`config.mk`:
```
export PLATFORM = sky130hd
export DESIGN_NAME = signed_radix_digit_encoder_unit_flat
export DESIGN_NICKNAME = d
export VERILOG_FILES = /design/src/rtl/sdre_pkg.sv /design/src/rtl/sdre_if.sv /design/src/rtl/sdre_alpha_ram.sv /design/src/rtl/sdre_stack_ram.sv /design/src/rtl/sdre_divider.sv /design/src/rtl/signed_radix_digit_encoder_unit.sv /design/src/flat_wrapper.sv
export SDC_FILE = /design/constraint.sdc
export NUM_CORES = 2
export LEC_CHECK = 0
export ABC_AREA = 1
export BUFFER_PORTS_ARGS = -buffer_cell sky130_fd_sc_hd__buf_2
export CORE_ASPECT_RATIO = 0.6
export CORE_UTILIZATION = 39
export DETAILED_ROUTE_END_ITERATION = 10
export SLEW_MARGIN = 40
export SYNTH_ARGS = -nofsm -noshare
export SYNTH_HDL_FRONTEND = slang
export SYNTH_SLANG_ARGS = --single-unit
```
`constraint.sdc`:
```
create_clock -name clk -period 12.22 [get_ports clk]
set_input_delay 2.444 -clock clk [delete_from_list [all_inputs] [get_ports clk]]
set_output_delay 2.444 -clock clk [all_outputs]
set_load 0.02 [all_outputs]
```
`src/rtl/sdre_pkg.sv`:
```
// shared constants and types of the signed radix digit encoder
package sdre_pkg;

    // alphabet table geometry
    localparam int MAX_RADIX  = 64;
    localparam int AlphAddrW  = $clog2(MAX_RADIX);
    localparam int RadixW     = AlphAddrW + 1;
    localparam int CharW      = 8;

    // digit stack geometry
    localparam int MAX_DIGITS = 32;
    localparam int StackAddrW = $clog2(MAX_DIGITS);
    localparam int CountW     = StackAddrW + 1;
    localparam int DigitW     = AlphAddrW;

    // value width
    localparam int ValueW     = 32;
    localparam int StepW      = $clog2(ValueW);

    // request kinds
    localparam logic REQ_LOAD    = 1'b0;
    localparam logic REQ_CONVERT = 1'b1;

    // character codes
    localparam logic [CharW-1:0] CHAR_NUL   = 8'h00;
    localparam logic [CharW-1:0] CHAR_PLUS  = 8'h2B;
    localparam logic [CharW-1:0] CHAR_MINUS = 8'h2D;
    localparam logic [CharW-1:0] CHAR_LO    = 8'd32;
    localparam logic [CharW-1:0] CHAR_HI    = 8'd126;

    // divider command
    typedef struct packed {
        logic              start;
        logic [ValueW-1:0] dividend;
        logic [RadixW-1:0] divisor;
    } div_cmd_t;

    // divider status
    typedef struct packed {
        logic              done;
        logic [ValueW-1:0] quotient;
        logic [DigitW-1:0] remainder;
    } div_status_t;

endpackage

```
`src/rtl/sdre_if.sv`:
```
// request and result channel interfaces

// request channel: load a symbol or convert a value
interface sdre_req_if
    import sdre_pkg::*;
();
    logic                     valid;
    logic                     ready;
    logic                     req_type;
    logic [AlphAddrW-1:0]     symbol_index;
    logic [CharW-1:0]         symbol_byte;
    logic signed [ValueW-1:0] number_value;

    modport source (
        output valid, req_type, symbol_index, symbol_byte, number_value,
        input  ready
    );
    modport sink (
        input  valid, req_type, symbol_index, symbol_byte, number_value,
        output ready
    );
endinterface

// result channel: one character per transfer
interface sdre_res_if
    import sdre_pkg::*;
();
    logic             valid;
    logic             ready;
    logic [CharW-1:0] out_char;
    logic             run_last;

    modport source (
        output valid, out_char, run_last,
        input  ready
    );
    modport sink (
        input  valid, out_char, run_last,
        output ready
    );
endinterface

```
`src/rtl/sdre_alpha_ram.sv`:
```
// alphabet table memory with per-entry valid bits cleared at reset
module sdre_alpha_ram
    import sdre_pkg::*;
(
    input  logic                 clk,
    input  logic                 rst_n,
    input  logic                 we,
    input  logic [AlphAddrW-1:0] waddr,
    input  logic [CharW-1:0]     wdata,
    input  logic                 re,
    input  logic [AlphAddrW-1:0] raddr,
    output logic [CharW-1:0]     rdata
);

    logic [CharW-1:0]     mem [MAX_RADIX];
    logic [MAX_RADIX-1:0] valid_reg;
    logic [CharW-1:0]     data_reg;
    logic                 hit_reg;

    // storage array
    always_ff @(posedge clk)
    begin
        if (we)
        begin
            mem[waddr] <= wdata;
        end
        if (re)
        begin
            data_reg <= mem[raddr];
        end
    end

    // valid bits, an entry never written reads as zero
    always_ff @(posedge clk or negedge rst_n)
    begin
        if (!rst_n)
        begin
            valid_reg <= '0;
            hit_reg   <= 1'b0;
        end
        else
        begin
            if (we)
            begin
                valid_reg[waddr] <= 1'b1;
            end
            if (re)
            begin
                hit_reg <= valid_reg[raddr];
            end
        end
    end

    assign rdata = hit_reg ? data_reg : CHAR_NUL;

endmodule

```
`src/rtl/sdre_stack_ram.sv`:
```
// digit stack memory, one write and one registered read port
module sdre_stack_ram
    import sdre_pkg::*;
(
    input  logic                  clk,
    input  logic                  we,
    input  logic [StackAddrW-1:0] waddr,
    input  logic [DigitW-1:0]     wdata,
    input  logic                  re,
    input  logic [StackAddrW-1:0] raddr,
    output logic [DigitW-1:0]     rdata
);

    logic [DigitW-1:0] mem [MAX_DIGITS];
    logic [DigitW-1:0] data_reg;

    // storage array with registered read
    always_ff @(posedge clk)
    begin
        if (we)
        begin
            mem[waddr] <= wdata;
        end
        if (re)
        begin
            data_reg <= mem[raddr];
        end
    end

    assign rdata = data_reg;

endmodule

```
`src/rtl/sdre_divider.sv`:
```
// restoring divider, one quotient bit per cycle
module sdre_divider
    import sdre_pkg::*;
(
    input  logic        clk,
    input  logic        rst_n,
    input  div_cmd_t    cmd,
    output div_status_t status
);

    logic              busy_reg;
    logic              done_reg;
    logic [StepW-1:0]  step_reg;
    logic [ValueW-1:0] quo_reg;
    logic [RadixW-1:0] rem_reg;
    logic [RadixW-1:0] div_reg;

    logic [RadixW:0]   trial;
    logic              fits;
    logic [RadixW:0]   diff;

    // one trial subtraction
    always_comb
    begin
        trial = {rem_reg, quo_reg[ValueW-1]};
        fits  = (trial >= {1'b0, div_reg});
        diff  = trial - {1'b0, div_reg};
    end

    // control
    always_ff @(posedge clk or negedge rst_n)
    begin
        if (!rst_n)
        begin
            busy_reg <= 1'b0;
            done_reg <= 1'b0;
            step_reg <= '0;
        end
        else
        begin
            done_reg <= 1'b0;
            if (cmd.start)
            begin
                busy_reg <= 1'b1;
                step_reg <= '0;
            end
            else if (busy_reg)
            begin
                step_reg <= step_reg + 1'b1;
                if (step_reg == StepW'(ValueW - 1))
                begin
                    busy_reg <= 1'b0;
                    done_reg <= 1'b1;
                end
            end
        end
    end

    // datapath, quotient shifts in where the dividend shifts out
    always_ff @(posedge clk)
    begin
        if (cmd.start)
        begin
            quo_reg <= cmd.dividend;
            rem_reg <= '0;
            div_reg <= cmd.divisor;
        end
        else if (busy_reg)
        begin
            quo_reg <= {quo_reg[ValueW-2:0], fits};
            rem_reg <= fits ? diff[RadixW-1:0] : trial[RadixW-1:0];
        end
    end

    assign status.done      = done_reg;
    assign status.quotient  = quo_reg;
    assign status.remainder = rem_reg[DigitW-1:0];

endmodule

```
`src/rtl/signed_radix_digit_encoder_unit.sv`:
```
// top level: alphabet store, validation scan, digit generation and output
//
//  channel   dir   payload                                          request taken
//  request   in    req_type, symbol_index, symbol_byte, number_value valid & ready
//  result    out   out_char, run_last                                valid & ready
//
// a load request is taken in the idle state. a convert request scans the alphabet with
// a read and a check state per symbol (up to 64), then runs the divider once per digit
// and passes through a read, symbol and output state per emitted character.
// one request is in work at a time; a finished character waits in the output
// register, which lets the next request in while the sink stalls.
// reset clears the alphabet valid bits, so the table reads as empty.
module signed_radix_digit_encoder_unit
    import sdre_pkg::*;
(
    input  logic       clk,
    input  logic       rst_n,
    sdre_req_if.sink   request,
    sdre_res_if.source result
);

    // sequencer states
    localparam logic [3:0] S_IDLE      = 4'd0;
    localparam logic [3:0] S_SCAN_RD   = 4'd1;
    localparam logic [3:0] S_SCAN_CHK  = 4'd2;
    localparam logic [3:0] S_SIGN      = 4'd3;
    localparam logic [3:0] S_DIV_START = 4'd4;
    localparam logic [3:0] S_DIV_WAIT  = 4'd5;
    localparam logic [3:0] S_POP_RD    = 4'd6;
    localparam logic [3:0] S_POP_SYM   = 4'd7;
    localparam logic [3:0] S_POP_OUT   = 4'd8;

    localparam int SeenW = 128;

    logic [3:0]           state_reg, state_next;
    logic                 neg_reg, neg_next;
    logic [ValueW-1:0]    mag_reg, mag_next;
    logic [AlphAddrW-1:0] scan_reg, scan_next;
    logic [RadixW-1:0]    radix_reg, radix_next;
    logic [SeenW-1:0]     seen_reg, seen_next;
    logic [CountW-1:0]    count_reg, count_next;
    logic                 oval_reg, oval_next;
    logic [CharW-1:0]     ochar_reg, ochar_next;
    logic                 olast_reg, olast_next;

    logic                 alph_we;
    logic                 alph_re;
    logic [AlphAddrW-1:0] alph_raddr;
    logic [CharW-1:0]     alph_rdata;
    logic                 stk_we;
    logic                 stk_re;
    logic [DigitW-1:0]    stk_rdata;
    logic [CountW-1:0]    count_dec;
    div_cmd_t             div_cmd;
    div_status_t          div_stat;

    logic                 slot_free;
    logic                 take;
    logic                 bad_char;
    logic [ValueW-1:0]    raw_value;

    // memories and divider
    sdre_alpha_ram u_alpha (
        .clk   (clk),
        .rst_n (rst_n),
        .we    (alph_we),
        .waddr (request.symbol_index),
        .wdata (request.symbol_byte),
        .re    (alph_re),
        .raddr (alph_raddr),
        .rdata (alph_rdata)
    );

    sdre_stack_ram u_stack (
        .clk   (clk),
        .we    (stk_we),
        .waddr (count_reg[StackAddrW-1:0]),
        .wdata (div_stat.remainder),
        .re    (stk_re),
        .raddr (count_dec[StackAddrW-1:0]),
        .rdata (stk_rdata)
    );

    sdre_divider u_div (
        .clk    (clk),
        .rst_n  (rst_n),
        .cmd    (div_cmd),
        .status (div_stat)
    );

    // handshake helpers
    assign slot_free = !oval_reg || result.ready;
    assign take      = request.valid && (state_reg == S_IDLE);
    assign count_dec = count_reg - 1'b1;
    assign raw_value = request.number_value;
    assign bad_char  = (alph_rdata < CHAR_LO) || (alph_rdata > CHAR_HI)
                    || (alph_rdata == CHAR_PLUS) || (alph_rdata == CHAR_MINUS)
                    || seen_reg[alph_rdata[6:0]];

    // memory and divider controls
    always_comb
    begin
        alph_we          = take && (request.req_type == REQ_LOAD);
        alph_re          = 1'b0;
        alph_raddr       = scan_reg;
        stk_we           = 1'b0;
        stk_re           = 1'b0;
        div_cmd.start    = (state_reg == S_DIV_START);
        div_cmd.dividend = mag_reg;
        div_cmd.divisor  = radix_reg;
        unique case (state_reg)
            S_SCAN_RD:
            begin
                alph_re = 1'b1;
            end
            S_POP_SYM:
            begin
                alph_re    = 1'b1;
                alph_raddr = stk_rdata;
            end
            S_DIV_WAIT:
            begin
                stk_we = div_stat.done;
            end
            S_POP_RD:
            begin
                stk_re = 1'b1;
            end
            default:
            begin
            end
        endcase
    end

    // sequencer
    always_comb
    begin
        state_next = state_reg;
        neg_next   = neg_reg;
        mag_next   = mag_reg;
        scan_next  = scan_reg;
        radix_next = radix_reg;
        seen_next  = seen_reg;
        count_next = count_reg;
        oval_next  = oval_reg && !result.ready;
        ochar_next = ochar_reg;
        olast_next = olast_reg;
        unique case (state_reg)
            S_IDLE:
            begin
                if (take && (request.req_type == REQ_CONVERT))
                begin
                    neg_next   = raw_value[ValueW-1];
                    mag_next   = raw_value[ValueW-1] ? (~raw_value + 1'b1) : raw_value;
                    scan_next  = '0;
                    seen_next  = '0;
                    count_next = '0;
                    state_next = S_SCAN_RD;
                end
            end
            S_SCAN_RD:
            begin
                state_next = S_SCAN_CHK;
            end
            S_SCAN_CHK:
            begin
                if (alph_rdata == CHAR_NUL)
                begin
                    radix_next = {1'b0, scan_reg};
                    state_next = (scan_reg < AlphAddrW'(2)) ? S_IDLE : S_SIGN;
                end
                else if (bad_char)
                begin
                    state_next = S_IDLE;
                end
                else
                begin
                    seen_next[alph_rdata[6:0]] = 1'b1;
                    if (scan_reg == AlphAddrW'(MAX_RADIX - 1))
                    begin
                        radix_next = RadixW'(MAX_RADIX);
                        state_next = S_SIGN;
                    end
                    else
                    begin
                        scan_next  = scan_reg + 1'b1;
                        state_next = S_SCAN_RD;
                    end
                end
            end
            S_SIGN:
            begin
                if (!neg_reg)
                begin
                    state_next = S_DIV_START;
                end
                else if (slot_free)
                begin
                    oval_next  = 1'b1;
                    ochar_next = CHAR_MINUS;
                    olast_next = 1'b0;
                    state_next = S_DIV_START;
                end
            end
            S_DIV_START:
            begin
                state_next = S_DIV_WAIT;
            end
            S_DIV_WAIT:
            begin
                if (div_stat.done)
                begin
                    count_next = count_reg + 1'b1;
                    mag_next   = div_stat.quotient;
                    state_next = (div_stat.quotient != '0) ? S_DIV_START : S_POP_RD;
                end
            end
            S_POP_RD:
            begin
                count_next = count_dec;
                state_next = S_POP_SYM;
            end
            S_POP_SYM:
            begin
                state_next = S_POP_OUT;
            end
            S_POP_OUT:
            begin
                if (slot_free)
                begin
                    oval_next  = 1'b1;
                    ochar_next = alph_rdata;
                    olast_next = (count_reg == '0);
                    state_next = (count_reg == '0) ? S_IDLE : S_POP_RD;
                end
            end
            default:
            begin
                state_next = S_IDLE;
            end
        endcase
    end

    // control registers
    always_ff @(posedge clk or negedge rst_n)
    begin
        if (!rst_n)
        begin
            state_reg <= S_IDLE;
            count_reg <= '0;
            oval_reg  <= 1'b0;
        end
        else
        begin
            state_reg <= state_next;
            count_reg <= count_next;
            oval_reg  <= oval_next;
        end
    end

    // working and payload registers
    always_ff @(posedge clk)
    begin
        neg_reg   <= neg_next;
        mag_reg   <= mag_next;
        scan_reg  <= scan_next;
        radix_reg <= radix_next;
        seen_reg  <= seen_next;
        ochar_reg <= ochar_next;
        olast_reg <= olast_next;
    end

    // ports
    assign request.ready   = (state_reg == S_IDLE);
    assign result.valid    = oval_reg;
    assign result.out_char = ochar_reg;
    assign result.run_last = olast_reg;

endmodule

```
`src/flat_wrapper.sv`:
```
// flat-port wrapper written by rule: the top's interface ports become plain ports
module signed_radix_digit_encoder_unit_flat import sdre_pkg::*;
  (clk, rst_n, request_valid, request_req_type, request_symbol_index, request_symbol_byte, request_number_value, request_ready, result_valid, result_out_char, result_run_last, result_ready);
  sdre_req_if request_i ();
  sdre_res_if result_i ();
  input  logic clk;
  input  logic rst_n;
  input wire logic [$bits(request_i.valid)-1:0] request_valid;
  input wire logic [$bits(request_i.req_type)-1:0] request_req_type;
  input wire logic [$bits(request_i.symbol_index)-1:0] request_symbol_index;
  input wire logic [$bits(request_i.symbol_byte)-1:0] request_symbol_byte;
  input wire logic [$bits(request_i.number_value)-1:0] request_number_value;
  output wire logic [$bits(request_i.ready)-1:0] request_ready;
  output wire logic [$bits(result_i.valid)-1:0] result_valid;
  output wire logic [$bits(result_i.out_char)-1:0] result_out_char;
  output wire logic [$bits(result_i.run_last)-1:0] result_run_last;
  input wire logic [$bits(result_i.ready)-1:0] result_ready;
  assign request_i.valid = request_valid;
  assign request_i.req_type = request_req_type;
  assign request_i.symbol_index = request_symbol_index;
  assign request_i.symbol_byte = request_symbol_byte;
  assign request_i.number_value = request_number_value;
  assign request_ready = request_i.ready;
  assign result_valid = result_i.valid;
  assign result_out_char = result_i.out_char;
  assign result_run_last = result_i.run_last;
  assign result_i.ready = result_ready;
  signed_radix_digit_encoder_unit u_core (.clk(clk), .rst_n(rst_n), .request(request_i), .result(result_i));
endmodule
```
# Word level (Yosys, flattened, before mapping)
# Memory sizes are Yosys's and may differ from the RTL's. A register that Yosys moved wholly into a read port is not among the register bits.
# Index checks and enable logic that the tools add are counted.
[classes]
reduce_logical = 32
eq_ne = 22
mux = 69
order_cmp = 9
n_addsub = 6
bitwise = 4
[ops]
columns = ["op", "n"]
rows = [
  ["$mux W128", 3],
  ["$pmux W128 S2", 1],
  ["$mux W32", 5],
  ["$or A128 B128 Y128", 1],
  ["$or A64 B64 Y64", 1],
  ["$pmux W32 S2", 1],
  ["$mux W6", 7],
  ["$pmux W4 S9", 1],
  ["$add A32 B1 Y32 const B", 1],
  ["$mux W8", 4],
  ["$not A32 Y32", 1],
  ["$reduce_bool A32 Y1", 1],
  ["$mux W4", 7],
  ["$mux W1", 22],
  ["$mux W7", 3],
  ["$pmux W6 S3", 1],
  ["$eq A4 B3 Y1 const B", 4],
  ["$eq A8 B6 Y1 const B", 2],
  ["$pmux W8 S2", 1],
  ["$lt A6 B7 Y1 const B", 2],
  ["$add A6 B1 Y6 const B", 2],
  ["$pmux W6 S2", 1],
  ["$reduce_and A4 Y1", 3],
  ["$mux W5", 2],
  ["38 further kinds", 65],
]
[totals]
memories = 2
ram_bits = 704
elab_cells = 163
reg_bits = 312
out_inout_bits = 11
input_bits = 51
[mem_list]
columns = ["name", "depth", "width", "read_ports", "rd_ports_with_merged_regs", "wr", "line_no", "rtl"]
rows = [
  ["u_core.u_alpha.mem", 64, 8, 1, 1, 1, "sdre_alpha_ram.sv:15", "logic [CharW-1:0] mem [MAX_RADIX];"],
  ["u_core.u_stack.mem", 32, 6, 1, 1, 1, "sdre_stack_ram.sv:14", "logic [DigitW-1:0] mem [MAX_DIGITS];"],
]

# Logic depth before layout (Yosys ltp)
[logic_depth]
depth_word = 9
depth_mapped = 18
mapped_depth_nobuf = 16

# Cells and area by module
# A second synthesis with hierarchy kept.
[hier_totals]
cells_unflattened = 4119
hier_area_um2 = 43651.9
[by_module_without_submodules]
columns = ["module", "area_per_inst_um2", "cells_per_inst", "seq_area_each_um2", "n_inst"]
rows = [
  ["sdre_alpha_ram", 23607.6, 1982, 17241.5, 1],
  ["signed_radix_digit_encoder_unit", 9225.1, 1133, 4809.6, 1],
  ["sdre_stack_ram", 8137.8, 704, 5945.7, 1],
  ["sdre_divider", 2681.3, 300, 1486.4, 1],
]

# Least setup slack after synthesis
# Ideal clock, no wire load.
[synth_path]
kind = "input to register"
from = "input port request_valid"
to = "register u_core.seen_reg[100] (enable)"
required_time_ns = 11.552
t_arrival_ns = 9.314
setup_time_ns = 0.668
path_stages = 6
setup_slack_ns = 2.238
path_buffers = 0
path_cell_list = "inv_1 -> nor2_1 -> nand2_1 -> inv_1 -> nor2_1 -> nor3_1"
[synth_between]
elab_chain_len = 4
[synth_rtl]
columns = ["item", "line_no", "rtl"]
rows = [
  ["start, declared", "flat_wrapper.sv:8", "input wire logic [$bits(request_i.valid)-1:0] request_valid;"],
  ["$logic_and A1 B1 Y1", "signed_radix_digit_encoder_unit.sv:93", "assign take = request.valid && (state_reg == S_IDLE);"],
  ["$logic_and A1 B1 Y1", "signed_radix_digit_encoder_unit.sv:151", "if (take && (request.req_type == REQ_CONVERT))"],
  ["$ne A2 B1 Y1 (no line)", "--", ""],
  ["$reduce_and A4 Y1 (no line)", "--", ""],
  ["end signal, assigned", "signed_radix_digit_encoder_unit.sv:268", "seen_reg <= seen_next;"],
  ["end, declared", "signed_radix_digit_encoder_unit.sv:40", "logic [SeenW-1:0] seen_reg, seen_next;"],
]
# No other way between the ends.
# A chain may end at the register's enable or synchronous reset.

# Worst setup path after layout
[layout_path]
from = "register u_core.u_alpha.hit_reg"
to = "register u_core.seen_reg[41] (enable)"
[layout_between]
elab_chain_len = 8
elab_cells_between_ends = 15
cone_classes = "2 x order compare; 4 x eq/ne; 3 x mux; 6 x reduce/logical"
[layout_rtl]
columns = ["item", "line_no", "rtl"]
rows = [
  ["start, declared", "sdre_alpha_ram.sv:18", "logic hit_reg;"],
  ["start signal, assigned", "sdre_alpha_ram.sv:49", "hit_reg <= valid_reg[raddr];"],
  ["$mux W8 (*)", "sdre_alpha_ram.sv:54", "assign rdata = hit_reg ? data_reg : CHAR_NUL;"],
  ["branches (longest 6 deep; another with $bmux W1 S7)", "--", ""],
  ["$reduce_and A4 Y1 (no line) (*)", "--", ""],
]
# Every way passes the cells marked *. The select of a mux whose other input is x is not followed.

==> results.cfg <==
[outcome]
status = finished clean

[cts]
cts_root_buf = clkbuf_16
clk_pin_slew_ps = 60
cts_tree = built
cts_buffers = 91
clk_latency_ps = 720
ctsResizeCount = 0
htree_num_levels = 3
cts_hold_buf = 0
clk_path_buf_depth = 3
clock-sinks = 998
cts.repair_timing.setup_buffer_count = 0

[route]
wl_per_cell_um = 22.1
ant_nets = 0
drt_pass1_iterations = 5
vias = 29357
wirelength_um = 117000
drtIter0Drc = 3990
viasPerCell = 5.54
drt_drc_violations_left = 0

[critical_path]
reg2reg_slack_ps = 7280
required_ps = 12570
crit_chain = buf_4, nand2_2, buf_4, inv_1, nand2_1, nand3_1, nand2_1, inv_1, nand2_1, nand2_1, nand2_1, o21ai_0, nand2_1, nor2_1, nor2_1, nor3_2, buf_4, buf_4
cpMostUsedCell = nand2_1
worst-path-max-fanout = 54
max_stage_delay_ps = 610
end_kind = flip-flop
crit_type = reg2reg
worstPathArrival_ps = 5290
rr_startpoint = u_core.u_alpha.hit_reg
ff2ff_path_depth = 18
startpoint_type = flip-flop
rr_endpoint = u_core.seen_reg[41]
slowest_stage = buf_4

[global_route]
track_usage_pct = 20.7
antenna_found_initial = 3
first_global_vias = 27328
grt_pass1_wl_um = 175000
grt-ovfl-total = 0
grt_max_degree = 116

[power_and_ir_drop]
p_per_area_nw_per_um2 = 240
power_w = 0.0115
peakVddDrop_mv = 0.147
p_leak_nw = 16.6

[finish]
layout_commonest_cell = edfxtp_1
multi_input_area_um2 = 11600
final_cell_mix = edfxtp_1, nor2_1, nand2_1
largest_reg_flops = 512
finalNetCount = 3816
nFillCells = 10091
drive_gt1_share_pct = 9.05
area_delta_synth_final_pct = 11.2
seqCellArea_um2 = 29500

[timing]
period_needed_ps = 4940
period_share_pct = 40.4
slew_headroom_pct = 42.0
max_freq_mhz = 203
hold_viol_final = 0
setup_tns_ps = 0
rsz0062_at_grt = false
drv_slew = 0
skew_ps = 31.6
setup_viol = 0
tightest_slew_ps = 863

[synth]
synth_edf_count = 908
syn_nets = 3830
yosysTopAreaCellShare_pct = 63.4
yosys.area.top_type = edfxtp_1
seq_area_frac_synth_pct = 68.5
synth_seq_cells = 998
ys.flop_type = edfxtp_1
syn_inst = 3762
yosys_warnings = 0
synth_cell_types = 56
syn_area_per_cell_um2 = 11.4
async_flop_share_pct = 8.32
synth_area_um2 = 43000
ys_top_cells_by_area = edfxtp_1, nor2_1, dfrtp_1

[floorplan]
die_x_um = 431
coreArea_um2 = 108000
rows = 93
fp.dieH_um = 259
ios = 62
initial_utilization_pct = 39.7
die-area_um2 = 112000

[min_path]
holdPathStages = 0
min_to = u_core.u_div.div_reg[5]
hold_class = reg2reg
holdCritStartpoint = u_core.radix_reg[5]

[place]
dpl.hpwl_um = 70200
place_congestion = 0.881
io_buffers = 61

[run]
cap_violations = 0
[cells in the mapped netlist (6+ instances only)]
master / count
a21oi_1: 118
a31oi_1: 13
buf_1: 6
buf_2: 78
buf_4: 8
buf_6: 15
clkbuf_1: 112
dfrtp_1: 83
dfxtp_1: 7
edfxtp_1: 908
ha_1: 16
inv_1: 229
inv_2: 9
mux2i_1: 19
nand2_1: 469
nand3_1: 175
nand4_1: 10
nor2_1: 614
nor3_1: 20
nor4_1: 13
o211ai_1: 115
o21ai_0: 357
o21ai_1: 77
o221ai_1: 76
o22ai_1: 71
o32ai_1: 30
or2_2: 41
xnor2_1: 12
xor2_1: 17
[report_power, final]
part | switching (W) | leakage [nW] | internal, W
clock network | 0.00133 | 1.54 | 0.00173
logic | 0.00289 | 5.73 | 0.00101
registers | 0.000200 | 9.34 | 0.00432
total | 0.00442 | 16.6 | 0.00706
[metal layers]
layer / vias to the layer above / GRT usage, % / wire length, um
li1: 13488 / - / -
met1: 14354 / 33.4 / 56700
met2: 1364 / 26.3 / 45400
met3: 149 / 6.53 / 13100
met4: 2 / 4.08 / 1930
met5: - / 0.673 / 103
[logic make-up (layout without fill, tap and decap cells)]
group	Yosys count	count (layout)	share of synthesized area, %
compound gates	875	875	12.2
xor+xnor	29	29	0.590
fa+ha+maj	17	17	0.512
buf+inv	465	528	4.70
flops	998	998	68.5
mux	19	19	0.442
other cells	0	2	0
simple gates	1359	1359	13.0
[worst max-delay path by stage]
stage / from / to / slack [ps] / cells after the start
after floorplan: request_valid / u_core.seen_reg[100] / 2240 / 6
after global placement: request_valid / u_core.u_alpha.mem[17][3] / 7270 / 7
after detailed placement: request_valid / u_core.u_alpha.mem[17][0] / 7320 / 7
after CTS: u_core.u_alpha.hit_reg / u_core.seen_reg[114] / 7320 / 18
after global routing: u_core.u_alpha.hit_reg / u_core.seen_reg[107] / 6880 / 18
final: u_core.u_alpha.hit_reg / u_core.seen_reg[41] / 7280 / 18
[cell type report]
cell class / count / share of cell area, %
Sequential cell: 998 / 61.7
Timing Repair Buffer: 115 / 1.67
Tap cell: 1472 / 3.85
Antenna cell: 2 / 0.0105
Multi-Input combinational cell: 2299 / 24.3
Clock inverter: 58 / 1.54
Inverter: 243 / 1.91
Clock buffer: 112 / 5.10
[stage by stage]
stage | hold WS (ps) | instances | setup slack (ps) | cell area [um^2] | util [%]
2_1_floorplan | 400 | 3762 | 2240 | 43000 | -
3_3_place_gp | 405 | 5125 | 7270 | 44500 | 41.1
3_5_place_dp | 405 | 5126 | 7320 | 44600 | 41.2
4_1_cts | 421 | 5296 | 7320 | 47800 | 44.1
5_1_grt | 427 | 5297 | 6880 | 47800 | 44.1
6_report | 421 | 5299 | 7280 | 47800 | 44.1
[critical path: cells and delay by family (launching register included)]
family / cells / cell delay (ps)
buf+inv: 6 / 2500
simple gates: 11 / 1460
flops: 1 / 330
compound gates: 1 / 190
(Power assumes the default switching activity.)
